$ cat src/hw/rtl/twm_pkg.sv
// twm_pkg: shared types and constants of the trimmed window mean filter
// used by the controller, the datapath and the top level; no dependencies
`default_nettype none

package twm_pkg;

  // field widths fixed by the interface
  localparam int unsigned SAMPLE_W = 12;
  localparam int unsigned CHAN_W   = 1;

  // the quotient never exceeds the sample range
  localparam int unsigned QUOT_W = SAMPLE_W;

  localparam logic [SAMPLE_W-1:0] SAMPLE_MAX = '1;

  // controller states
  typedef enum logic [2:0] {
    ST_IDLE,
    ST_WRITE,
    ST_SCAN,
    ST_FLUSH,
    ST_TRIM,
    ST_DIV,
    ST_OUT
  } twm_state_t;

  // commands from controller to datapath
  typedef struct packed {
    logic capture;
    logic write;
    logic scan;
    logic trim;
    logic div;
    logic load_out;
  } twm_cmd_t;

  // status from datapath to controller
  typedef struct packed {
    logic chan_bad;
    logic scan_last;
    logic out_free;
  } twm_sts_t;

endpackage

`default_nettype wire

$ cat src/hw/rtl/twm_ram.sv
// twm_ram: generic single write port, single read port RAM with registered read
// no dependencies
`default_nettype none

module twm_ram #(
  parameter int unsigned WIDTH = 12,
  parameter int unsigned DEPTH = 32
) (
  input  wire logic                     clk,
  input  wire logic                     we,
  input  wire logic [$clog2(DEPTH)-1:0] waddr,
  input  wire logic [WIDTH-1:0]         wdata,
  input  wire logic [$clog2(DEPTH)-1:0] raddr,
  output logic      [WIDTH-1:0]         rdata
);

  logic [WIDTH-1:0] mem_r [DEPTH];

  // write port
  always_ff @(posedge clk) begin
    if (we) begin
      mem_r[waddr] <= wdata;
    end
  end

  // registered read port
  always_ff @(posedge clk) begin
    rdata <= mem_r[raddr];
  end

endmodule

`default_nettype wire

$ cat src/hw/rtl/twm_ctrl.sv
// twm_ctrl: sequencing state machine of the trimmed window mean filter
// depends on twm_pkg for the state, command and status types
`default_nettype none

module twm_ctrl
  import twm_pkg::*;
(
  input  wire logic     clk,
  input  wire logic     rst_n,
  input  wire logic     in_valid,
  output logic          in_stall,
  input  wire twm_sts_t sts,
  output twm_cmd_t      cmd
);

  twm_state_t state_r, state_nxt;

  // state register
  always_ff @(posedge clk) begin
    if (!rst_n) begin
      state_r <= ST_IDLE;
    end else begin
      state_r <= state_nxt;
    end
  end

  // next state and commands
  always_comb begin
    state_nxt = state_r;
    cmd       = '0;
    in_stall  = 1'b1;
    unique case (state_r)
      ST_IDLE: begin
        in_stall = !rst_n;
        if (in_valid && rst_n) begin
          cmd.capture = 1'b1;
          state_nxt   = ST_WRITE;
        end
      end
      ST_WRITE: begin
        if (sts.chan_bad) begin
          state_nxt = ST_OUT;
        end else begin
          cmd.write = 1'b1;
          state_nxt = ST_SCAN;
        end
      end
      ST_SCAN: begin
        cmd.scan = 1'b1;
        if (sts.scan_last) begin
          state_nxt = ST_FLUSH;
        end
      end
      ST_FLUSH: begin
        state_nxt = ST_TRIM;
      end
      ST_TRIM: begin
        cmd.trim  = 1'b1;
        state_nxt = ST_DIV;
      end
      ST_DIV: begin
        cmd.div   = 1'b1;
        state_nxt = ST_OUT;
      end
      ST_OUT: begin
        if (sts.out_free) begin
          cmd.load_out = 1'b1;
          state_nxt    = ST_IDLE;
        end
      end
      default: begin
        state_nxt = ST_IDLE;
      end
    endcase
  end

endmodule

`default_nettype wire

$ cat src/hw/rtl/twm_dp.sv
// twm_dp: window store, scan accumulators, reciprocal divider and output register
// depends on twm_pkg and twm_ram
`default_nettype none

module twm_dp
  import twm_pkg::*;
#(
  parameter int unsigned WINDOW   = 16,
  parameter int unsigned CHANNELS = 2
) (
  input  wire logic                clk,
  input  wire logic                rst_n,
  input  wire twm_cmd_t            cmd,
  output twm_sts_t                 sts,
  input  wire logic [CHAN_W-1:0]   in_channel,
  input  wire logic [SAMPLE_W-1:0] in_sample,
  input  wire logic                out_stall,
  output logic                     out_valid,
  output logic      [QUOT_W-1:0]   out_trimmed_mean
);

  localparam int unsigned IDX_W      = $clog2(WINDOW);
  localparam int unsigned CHW        = (CHANNELS > 1) ? $clog2(CHANNELS) : 1;
  localparam int unsigned ADDR_W     = CHW + IDX_W;
  localparam int unsigned DEPTH      = 2 ** ADDR_W;
  localparam int unsigned KEPT       = WINDOW - 2;
  localparam int unsigned ROUND_HALF = KEPT / 2;
  localparam int unsigned SUM_W      = SAMPLE_W + IDX_W + 1;
  localparam bit          ONE_CHAN   = (CHANNELS == 1);
  localparam int unsigned KEPT_LG    = $clog2(KEPT);
  localparam int unsigned RECIP_SH   = SUM_W + KEPT_LG;
  localparam int unsigned RECIP_W    = SUM_W + 1;
  localparam int unsigned PROD_W     = SUM_W + RECIP_W;
  localparam logic [RECIP_W-1:0] RECIP = RECIP_W'((2 ** RECIP_SH + KEPT - 1) / KEPT);

  logic [CHW-1:0]      ch_r;
  logic [SAMPLE_W-1:0] sample_r;
  logic                chan_bad_r;
  logic [IDX_W-1:0]    wp_r [CHANNELS];
  logic                full_r [CHANNELS];
  logic [IDX_W-1:0]    cur_wp;
  logic [IDX_W-1:0]    wp_nxt;
  logic [IDX_W-1:0]    scan_idx_r;
  logic                acc_en_r;
  logic                ent_ok_r;
  logic [SAMPLE_W-1:0] rdata;
  logic [SAMPLE_W-1:0] ent_val;
  logic [SUM_W-1:0]    sum_r;
  logic [SAMPLE_W-1:0] hi_r;
  logic [SAMPLE_W-1:0] lo_r;
  logic [SUM_W-1:0]    dvd_r;
  logic [PROD_W-1:0]   prod;
  logic [QUOT_W-1:0]   quot_r;
  logic                out_valid_r;
  logic [QUOT_W-1:0]   out_data_r;

  // capture of the accepted transaction
  always_ff @(posedge clk) begin
    if (cmd.capture) begin
      ch_r       <= CHW'(in_channel);
      sample_r   <= in_sample;
      chan_bad_r <= in_channel[0] && ONE_CHAN;
    end
  end

  // write pointer of the current channel and its advance with wrap
  assign cur_wp = wp_r[ch_r];
  assign wp_nxt = (cur_wp == IDX_W'(WINDOW - 1)) ? '0 : cur_wp + 1'b1;

  // per channel pointers and window-full flags
  always_ff @(posedge clk) begin
    if (!rst_n) begin
      for (int c = 0; c < CHANNELS; c++) begin
        wp_r[c]   <= '0;
        full_r[c] <= 1'b0;
      end
    end else if (cmd.write) begin
      wp_r[ch_r] <= wp_nxt;
      if (wp_nxt == '0) begin
        full_r[ch_r] <= 1'b1;
      end
    end
  end

  // window store, one row of WINDOW entries per channel
  twm_ram #(
    .WIDTH (SAMPLE_W),
    .DEPTH (DEPTH)
  ) u_ram (
    .clk   (clk),
    .we    (cmd.write),
    .waddr ({ch_r, cur_wp}),
    .wdata (sample_r),
    .raddr ({ch_r, scan_idx_r}),
    .rdata (rdata)
  );

  // scan address and read-data qualifiers
  always_ff @(posedge clk) begin
    if (!rst_n) begin
      scan_idx_r <= '0;
      acc_en_r   <= 1'b0;
    end else begin
      acc_en_r <= cmd.scan;
      if (cmd.capture) begin
        scan_idx_r <= '0;
      end else if (cmd.scan) begin
        scan_idx_r <= scan_idx_r + 1'b1;
      end
    end
  end

  // entries not yet written since reset read as zero
  always_ff @(posedge clk) begin
    ent_ok_r <= full_r[ch_r] || (scan_idx_r < cur_wp);
  end

  assign ent_val = ent_ok_r ? rdata : '0;

  // sum, max and min over the window
  always_ff @(posedge clk) begin
    if (cmd.capture) begin
      sum_r <= '0;
      hi_r  <= '0;
      lo_r  <= SAMPLE_MAX;
    end else if (acc_en_r) begin
      sum_r <= sum_r + SUM_W'(ent_val);
      if (ent_val > hi_r) begin
        hi_r <= ent_val;
      end
      if (ent_val < lo_r) begin
        lo_r <= ent_val;
      end
    end
  end

  // dividend: trimmed sum plus half the kept count for rounding
  always_ff @(posedge clk) begin
    if (cmd.trim) begin
      dvd_r <= sum_r - SUM_W'(hi_r) - SUM_W'(lo_r) + SUM_W'(ROUND_HALF);
    end
  end

  // divide by the kept count as a multiply by its rounded-up reciprocal,
  // exact for every dividend below 2**SUM_W
  assign prod = PROD_W'(dvd_r) * PROD_W'(RECIP);

  always_ff @(posedge clk) begin
    if (cmd.capture) begin
      quot_r <= '0;
    end else if (cmd.div) begin
      quot_r <= prod[RECIP_SH +: QUOT_W];
    end
  end

  // output register, free when empty or being taken
  always_ff @(posedge clk) begin
    if (!rst_n) begin
      out_valid_r <= 1'b0;
    end else if (cmd.load_out) begin
      out_valid_r <= 1'b1;
    end else if (!out_stall) begin
      out_valid_r <= 1'b0;
    end
  end

  always_ff @(posedge clk) begin
    if (cmd.load_out) begin
      out_data_r <= quot_r;
    end
  end

  assign out_valid        = out_valid_r;
  assign out_trimmed_mean = out_data_r;

  // status back to the controller
  assign sts.chan_bad  = chan_bad_r;
  assign sts.scan_last = (scan_idx_r == IDX_W'(WINDOW - 1));
  assign sts.out_free  = !out_valid_r || !out_stall;

endmodule

`default_nettype wire

$ cat src/hw/rtl/trimmed_window_mean_filter.sv
// trimmed_window_mean_filter: top level, joins controller and datapath
// depends on twm_pkg, twm_ctrl, twm_dp and twm_ram
//
// Usage:
//   Input channel (in_valid / in_stall, in_channel, in_sample): each transaction
//   writes the sample into the selected channel's circular window and advances
//   that channel's write pointer. Output channel (out_valid / out_stall,
//   out_trimmed_mean): exactly one result per input transaction, the rounded
//   mean of the window without one largest and one smallest entry; with
//   CHANNELS = 1 a transaction on channel 1 writes nothing and yields zero.
//   Steps: after acceptance the block writes the sample, reads the whole
//   window through the single read port of the window store, drains the
//   read data, trims, divides by a reciprocal multiply and loads the output
//   register. No new transaction is taken until the block is back in idle.
//   in_stall stays high while a transaction is in work and during reset.
//   Reset clears all write pointers and window-full flags; entries never
//   written read as zero, so no clearing pass is needed.
//   A stalled result holds in the output register while the next input is
//   accepted; the next result waits in the datapath until the output is free.
`default_nettype none

module trimmed_window_mean_filter
  import twm_pkg::*;
#(
  parameter int unsigned WINDOW   = 16,
  parameter int unsigned CHANNELS = 2
) (
  input  wire logic                clk,
  input  wire logic                rst_n,
  input  wire logic                in_valid,
  output logic                     in_stall,
  input  wire logic [CHAN_W-1:0]   in_channel,
  input  wire logic [SAMPLE_W-1:0] in_sample,
  output logic                     out_valid,
  input  wire logic                out_stall,
  output logic      [QUOT_W-1:0]   out_trimmed_mean
);

  twm_cmd_t cmd;
  twm_sts_t sts;

  // sequencing
  twm_ctrl u_ctrl (
    .clk      (clk),
    .rst_n    (rst_n),
    .in_valid (in_valid),
    .in_stall (in_stall),
    .sts      (sts),
    .cmd      (cmd)
  );

  // storage and arithmetic
  twm_dp #(
    .WINDOW   (WINDOW),
    .CHANNELS (CHANNELS)
  ) u_dp (
    .clk              (clk),
    .rst_n            (rst_n),
    .cmd              (cmd),
    .sts              (sts),
    .in_channel       (in_channel),
    .in_sample        (in_sample),
    .out_stall        (out_stall),
    .out_valid        (out_valid),
    .out_trimmed_mean (out_trimmed_mean)
  );

endmodule

`default_nettype wire

$ cat config.mk
export PLATFORM = sky130hd
export DESIGN_NAME = trimmed_window_mean_filter
export DESIGN_NICKNAME = d
export VERILOG_FILES = /design/src/hw/rtl/twm_pkg.sv /design/src/hw/rtl/twm_ram.sv /design/src/hw/rtl/twm_ctrl.sv /design/src/hw/rtl/twm_dp.sv /design/src/hw/rtl/trimmed_window_mean_filter.sv
export SDC_FILE = /design/constraint.sdc
export NUM_CORES = 1
export LEC_CHECK = 0
export ABC_AREA = 0
export BUFFER_PORTS_ARGS = -buffer_cell sky130_fd_sc_hd__buf_4
export CORE_MARGIN = 2
export CORE_UTILIZATION = 65
export CTS_CLUSTER_DIAMETER = 80
export DETAILED_ROUTE_END_ITERATION = 6
export GPL_TIMING_DRIVEN = 0
export PLACE_DENSITY = 0.82
export SYNTH_ARGS = -nofsm -noshare
export SYNTH_HDL_FRONTEND = slang
export SYNTH_SLANG_ARGS = --single-unit
$ cat constraint.sdc
create_clock -name clk -period 13.5 [get_ports clk]
set_clock_uncertainty 0.2 [all_clocks]
set_input_delay 2.025 -clock clk [delete_from_list [all_inputs] [get_ports clk]]
set_output_delay 2.025 -clock clk [all_outputs]
set_load 0.01 [all_outputs]
After elaboration in Yosys (flattened, before gate mapping)
Memories as Yosys holds them, arrays and structs flattened. A register that Yosys moved wholly into a read port is not among the register bits.
Index checks and enable logic that the tools add are counted.
{"block": "totals", "ramBits": 394, "word_cells": 87, "in_bits": 17, "n_memories": 3, "regBits": 105, "output_inout_bits": 14}
{"block": "op_classes", "n_mul": 1, "n_bitwise": 1, "n_reduce_logical": 14, "n_eq_ne": 12, "mux": 34, "addsub": 6, "magnitude_cmp": 3}
{"name": "u_dp.u_ram.mem_r", "depth": 32, "word_bits": 12, "read_ports": 1, "rd_clocked_by_memory_dff": 1, "wr": 1, "line_no": "twm_ram.sv:17", "source": "logic [WIDTH-1:0] mem_r [DEPTH];"}
{"name": "u_dp.wp_r", "depth": 2, "word_bits": 4, "read_ports": 1, "rd_clocked_by_memory_dff": 1, "wr": 2, "line_no": "twm_dp.sv:39", "source": "logic [IDX_W-1:0] wp_r [CHANNELS];"}
{"name": "u_dp.full_r", "depth": 2, "word_bits": 1, "read_ports": 1, "rd_clocked_by_memory_dff": 1, "wr": 2, "line_no": "twm_dp.sv:40", "source": "logic full_r [CHANNELS];"}
{"cell": "17-bit by 12-bit subtractor with 17-bit output", "count": 2}
{"cell": "17-bit by 18-bit multiplier with 33-bit output (second input constant)", "count": 1}
{"cell": "1-bit two-way mux", "count": 27}
{"cell": "3-bit case mux with 7 select lines", "count": 1}
{"cell": "17-bit by 12-bit adder with 17-bit output", "count": 1}
{"cell": "17-bit by 3-bit adder with 17-bit output (second input constant)", "count": 1}
{"cell": "12-bit > comparator", "count": 1}
{"cell": "12-bit less-than comparator", "count": 1}
{"cell": "12-bit two-way mux", "count": 1}
{"cell": "3-bit equality test (second input constant)", "count": 3}
{"cell": "3-bit two-way mux", "count": 3}
{"cell": "4-bit by 1-bit adder with 4-bit output (second input constant)", "count": 2}
{"cell": "4-bit equality test (second input constant)", "count": 2}
{"cell": "4-bit two-way mux", "count": 2}
{"cell": "3-bit by 2-bit equality test with 1-bit output (second input constant)", "count": 2}
{"cell": "4-bit logical NOT", "count": 1}
{"cell": "4-bit less-than comparator", "count": 1}
{"cell": "2-bit by 1-bit != test with 1-bit output (second input constant)", "count": 2}
{"cell": "2-bit != test (second input constant)", "count": 2}
{"cell": "2-bit AND reduction", "count": 2}
{"cell": "4-bit OR reduction", "count": 1}
{"cell": "3-bit by 1-bit equality test with 1-bit output (second input constant)", "count": 1}
{"cell": "1-bit logical NOT", "count": 3}
{"cell": "3-bit logical NOT", "count": 1}
{"cell": "other kinds (6)", "count": 7}

Logic depth before layout (Yosys ltp)
{"block": "depth", "word_depth": 9, "depth_mapped": 18, "mapped_depth_nobuf": 18}

Modules after synthesis
Synthesis repeated with hierarchy kept, for this count alone.
{"block": "unflattened", "hier_cells": 1825, "area_unflattened_um2": 25125.3}
{"mod": "twm_ram", "area_each_um2": 15468.6, "seq_area_each_um2": 11771.3, "cells_each": 868, "n_inst": 1}
{"mod": "twm_dp", "area_each_um2": 9442.8, "seq_area_each_um2": 2762.6, "cells_each": 930, "n_inst": 1}
{"mod": "twm_ctrl", "area_each_um2": 214.0, "seq_area_each_um2": 60.1, "cells_each": 27, "n_inst": 1}

Worst setup path after synthesis
Ideal clock, no wire load.
{"block": "synth_timing", "path_kind": "flip-flop to flip-flop", "start": "register u_dp.dvd_r[14]", "end": "register u_dp.quot_r[10]", "required_ps": 13238, "path_buffers": 0, "slack_ps": 8323, "setup_time_ps": 62, "period_less_slack_ps": 5177, "arrival_ps": 4915, "stages_incl_launch_ff": 17, "path_cell_list": "edfxtp_1 > ha_1 > ha_1 > fa_1 > fa_1 > inv_1 > fa_1 > fa_1 > inv_1 > ha_1 > a211oi_2 > o21ai_2 > a22oi_2 > o221ai_2 > a311o_1 > or3_1 > nand3_1"}
{"block": "synth_via", "elab_chain_len": 1}
{"element": "start: declaration", "line_no": "twm_dp.sv:51", "source": "logic [SUM_W-1:0] dvd_r;"}
{"element": "start signal: assignment", "line_no": "twm_dp.sv:140", "source": "dvd_r <= sum_r - SUM_W'(hi_r) - SUM_W'(lo_r) + SUM_W'(ROUND_HALF);"}
{"element": "17-bit by 18-bit multiplier with 33-bit output", "line_no": "twm_dp.sv:146", "source": "assign prod = PROD_W'(dvd_r) * PROD_W'(RECIP);"}
{"element": "end signal: assignment", "line_no": "twm_dp.sv:152", "source": "quot_r <= prod[RECIP_SH +: QUOT_W];"}
{"element": "end: declaration", "line_no": "twm_dp.sv:53", "source": "logic [QUOT_W-1:0] quot_r;"}
Every way passes these cells.
A chain may end at the register's enable or synchronous reset.

Worst setup path in the final report
Same ends and word-level chain as after synthesis.

==> reports/metrics.cfg <==
[sta]
rsz0062_at_grt = false
relSlewSlack = 0.0634
final_hold_viol_count = 0
min_period_over_period = 0.412
whs_ns = 0.235
worstMarginPinSlew_ns = 1.40
setup_viol = 0
fin_tns_setup_ns = 0
maxSlewViolCount = 0
finalCriticalPeriod_ns = 5.57
fmax_ghz = 0.180

[clock_tree]
post_cts_buffers = 0
cts_hold_buf = 0
cts_inserted_buffers = 51
cts_tree = yes
cts.clk_slew.worst_paths_ns = 0.06
cts_root_buf = clkbuf_16
cts_sinks = 512
cts_buffer_depth = 3
cts.repair.resized = 0
cts.htree.levels = 2
clkLatencyLatePin_ns = 0.61

[finish]
finalNetCount = 2017
syn2layout_area_growth_pct = 10.1
design_area_sq_mm = 0.0276
num_antenna_cells = 0
final_layout_size_suffix_gt1_frac = 0.145

[floorplan]
ios = 31
dieArea_sq_mm = 0.0402
coreArea_sq_mm = 0.0378
rows = 71
die_w_um = 201
die_y_um = 201
initial_core_util = 0.663

[logic_synthesis]
ys.flop_type = edfxtp_1
synth_top_area_share = 0.519
syn-num-nets = 1933
ys_top_cells_by_count = edfxtp_1 (434), ha_1 (184), inv_1 (144)
synth_edf_count = 434
yosysTopAreaCell = edfxtp_1
ys_seq_elements = 512
syn_avg_cell_area_sq_um = 15.0
syn_area_sq_mm = 0.0251
synth_seq_area_share = 0.581
synth.area.top_cells = edfxtp_1 (52%), mux4_2 (11%), ha_1 (9.2%)
synthCells = 1671
yosysMostFrequentCell = edfxtp_1
async_reset_ff_frac = 0
synthDistinctLibCells = 73
yosys_warnings = 0

[global_routing]
grt_usage = 0.301
grt_overflow_total = 0
grt_antenna_before_repair = 0
grt_pass1_wl_um = 90600
grt_pass1_vias = 15300
grt_max_degree = 33

[route]
post_drt_via_cell_ratio = 6.52
post_drt_wl_per_cell_um = 25.7
vias = 15000
post-route-drc-count = 0
totalWireLength_um = 59300
drtAntennaViolNets = 0
drtPass1Iterations = 6
drtIter0Drc = 1497

[placement]
hpwlAfterDp_um = 39500
port_buffers = 30
placed_cell_area_sq_mm = 0.0260
place.gp.congestion = 0.902

[worst_setup_path]
cp_num_buf_inv = 2
cpMaxStageDelayCell = fa_1
crit_path_frequent_cell = fa_1
critical_path.max_stage_delay_ns = 0.54
worstSetupPathType = reg -> reg
cp.required_ns = 13.83
crit_chain = ha_1, ha_1, fa_1, fa_1, inv_1, fa_1, fa_1, inv_1, ha_1, a211oi_2, o21ai_2, a22oi_2, o221ai_2, a311o_1, or3_1, nand3_1
worstSetupEndpointType = register
startpoint_type = register
critPathArrivalTime_ns = 5.90
crit_family = adder cells
reg2reg_slack_ns = 7.93
critPathMaxFanout = 7

[power_and_ir_drop]
vdd_drop_max_v = 0.000127
power.density_mw_per_mm2 = 186
power.leakage_nw = 10.2

[min_path]
hold_path_class = reg -> reg

[outcome]
outcome = completed

[run]
max_cap_violations = 0

## routing by layer
| metal | global-route usage | vias to the layer above | wire [um] |
|---|---|---|---|
| li1 | - | 6540 | - |
| met1 | 0.397 | 7509 | 22500 |
| met2 | 0.491 | 807 | 29000 |
| met3 | 0.0580 | 185 | 4900 |
| met4 | 0.143 | 0 | 2960 |
| met5 | 0 | - | 0 |
## cell families (layout without fill, tap and decap cells)
| group | count (synthesis) | count (layout) | share of synthesized area |
|---|---|---|---|
| compound gates | 234 | 234 | 0.0622 |
| xor+xnor | 36 | 36 | 0.0126 |
| fa+ha+maj | 245 | 245 | 0.140 |
| buf+inv | 206 | 331 | 0.0322 |
| flops | 512 | 512 | 0.581 |
| mux | 133 | 133 | 0.113 |
| simple gates | 305 | 305 | 0.0584 |
## report_power, final
| part | total [mW] | leakage (nW) | internal, mW | switching, mW |
|---|---|---|---|---|
| logic | 1.86 | 4.85 | 0.769 | 1.09 |
| registers | 1.88 | 4.56 | 1.82 | 0.0575 |
| clock network | 1.39 | 0.795 | 0.765 | 0.629 |
| total | 5.14 | 10.2 | 3.36 | 1.78 |
## per-stage QoR
stage / total power [mW] / setup WS (ns) / cells / util
2_1_floorplan: 3.30 / 8.32 / 1671 / -
3_3_place_gp: 3.70 / 7.98 / 2212 / 0.686
3_5_place_dp: 3.75 / 7.96 / 2213 / 0.687
4_1_cts: 5.15 / 7.92 / 2307 / 0.730
5_1_grt: 5.43 / 7.69 / 2307 / 0.730
6_report: 5.14 / 7.93 / 2307 / 0.730
## state kept, by name (all words and copies together) (netlist names), 4 cells and up, named ones only
signal                 count
u_dp.sample_r             12
u_dp.dvd_r                17
u_dp.hi_r                 12
u_dp.scan_idx_r            4
u_dp.quot_r               12
u_dp.u_ram.mem_r         384
u_dp.wp_r                  8
u_dp.sum_r                17
u_dp.out_trimmed_mean     12
u_dp.lo_r                 12
u_dp.u_ram.rdata          12
## layout by cell type (no fill, tap or decap), types with 5 or more instances in the layout
master | synthesis | final
a211oi_1 | 7 | 7
a21o_1 | 20 | 20
a21oi_1 | 51 | 50
a311oi_1 | 5 | 5
a31oi_1 | 10 | 10
and3_1 | 8 | 8
buf_1 | 6 | 6
buf_2 | 16 | 16
buf_4 | 0 | 30
clkbuf_1 | 37 | 42
clkbuf_16 | 0 | 51
clkinv_1 | 1 | 16
clkinv_2 | 0 | 8
dfxtp_1 | 78 | 78
edfxtp_1 | 434 | 434
fa_1 | 61 | 61
ha_1 | 184 | 184
inv_1 | 144 | 144
mux2i_1 | 11 | 11
mux4_2 | 120 | 120
nand2_1 | 104 | 104
nand2b_1 | 13 | 13
nand3_1 | 20 | 20
nand3b_1 | 8 | 8
nand4_1 | 14 | 14
nor2_1 | 80 | 79
nor2b_1 | 7 | 7
nor3_1 | 16 | 16
o211ai_1 | 13 | 13
o21a_1 | 11 | 11
o21ai_0 | 50 | 50
o21ai_1 | 6 | 6
o21bai_1 | 9 | 9
o31ai_1 | 14 | 14
or4_1 | 12 | 12
xnor2_1 | 25 | 25
xor2_1 | 11 | 11
## path summary, 6_finish.rpt
check                              startpoint                            endpoint  cells after the start
setup / recovery     u_dp.dvd_r[14]$_DFFE_PP_        u_dp.quot_r[10]$_SDFFE_PP0N_                     16
hold / removal    u_dp.quot_r[6]$_SDFFE_PP0N_  u_dp.out_trimmed_mean[6]$_DFFE_PP_                      0
setup reg to reg     u_dp.dvd_r[14]$_DFFE_PP_        u_dp.quot_r[10]$_SDFFE_PP0N_                     16
hold reg to reg   u_dp.quot_r[6]$_SDFFE_PP0N_  u_dp.out_trimmed_mean[6]$_DFFE_PP_                      0
## final cells by class
cell class                      count  area, sq um
Sequential cell                   512        14600
Fill cell                        2295        10200
Multi-Input combinational cell    953         9710
Clock buffer                       58         1310
Tap cell                          511          639
Inverter                          145          544
Clock inverter                     36          332
Buffer                             61          265
Timing Repair Buffer               31          236
## worst reg2reg max path, stage by stage, from the launching register on
cell	delay [ns]
edfxtp_1	0.46
ha_1	0.34
ha_1	0.30
fa_1	0.51
fa_1	0.54
inv_1	0.05
fa_1	0.52
fa_1	0.52
inv_1	0.04
ha_1	0.38
a211oi_2	0.27
o21ai_2	0.13
a22oi_2	0.23
o221ai_2	0.21
a311o_1	0.41
or3_1	0.32
nand3_1	0.09
Power figures use the tool's default switching activity.
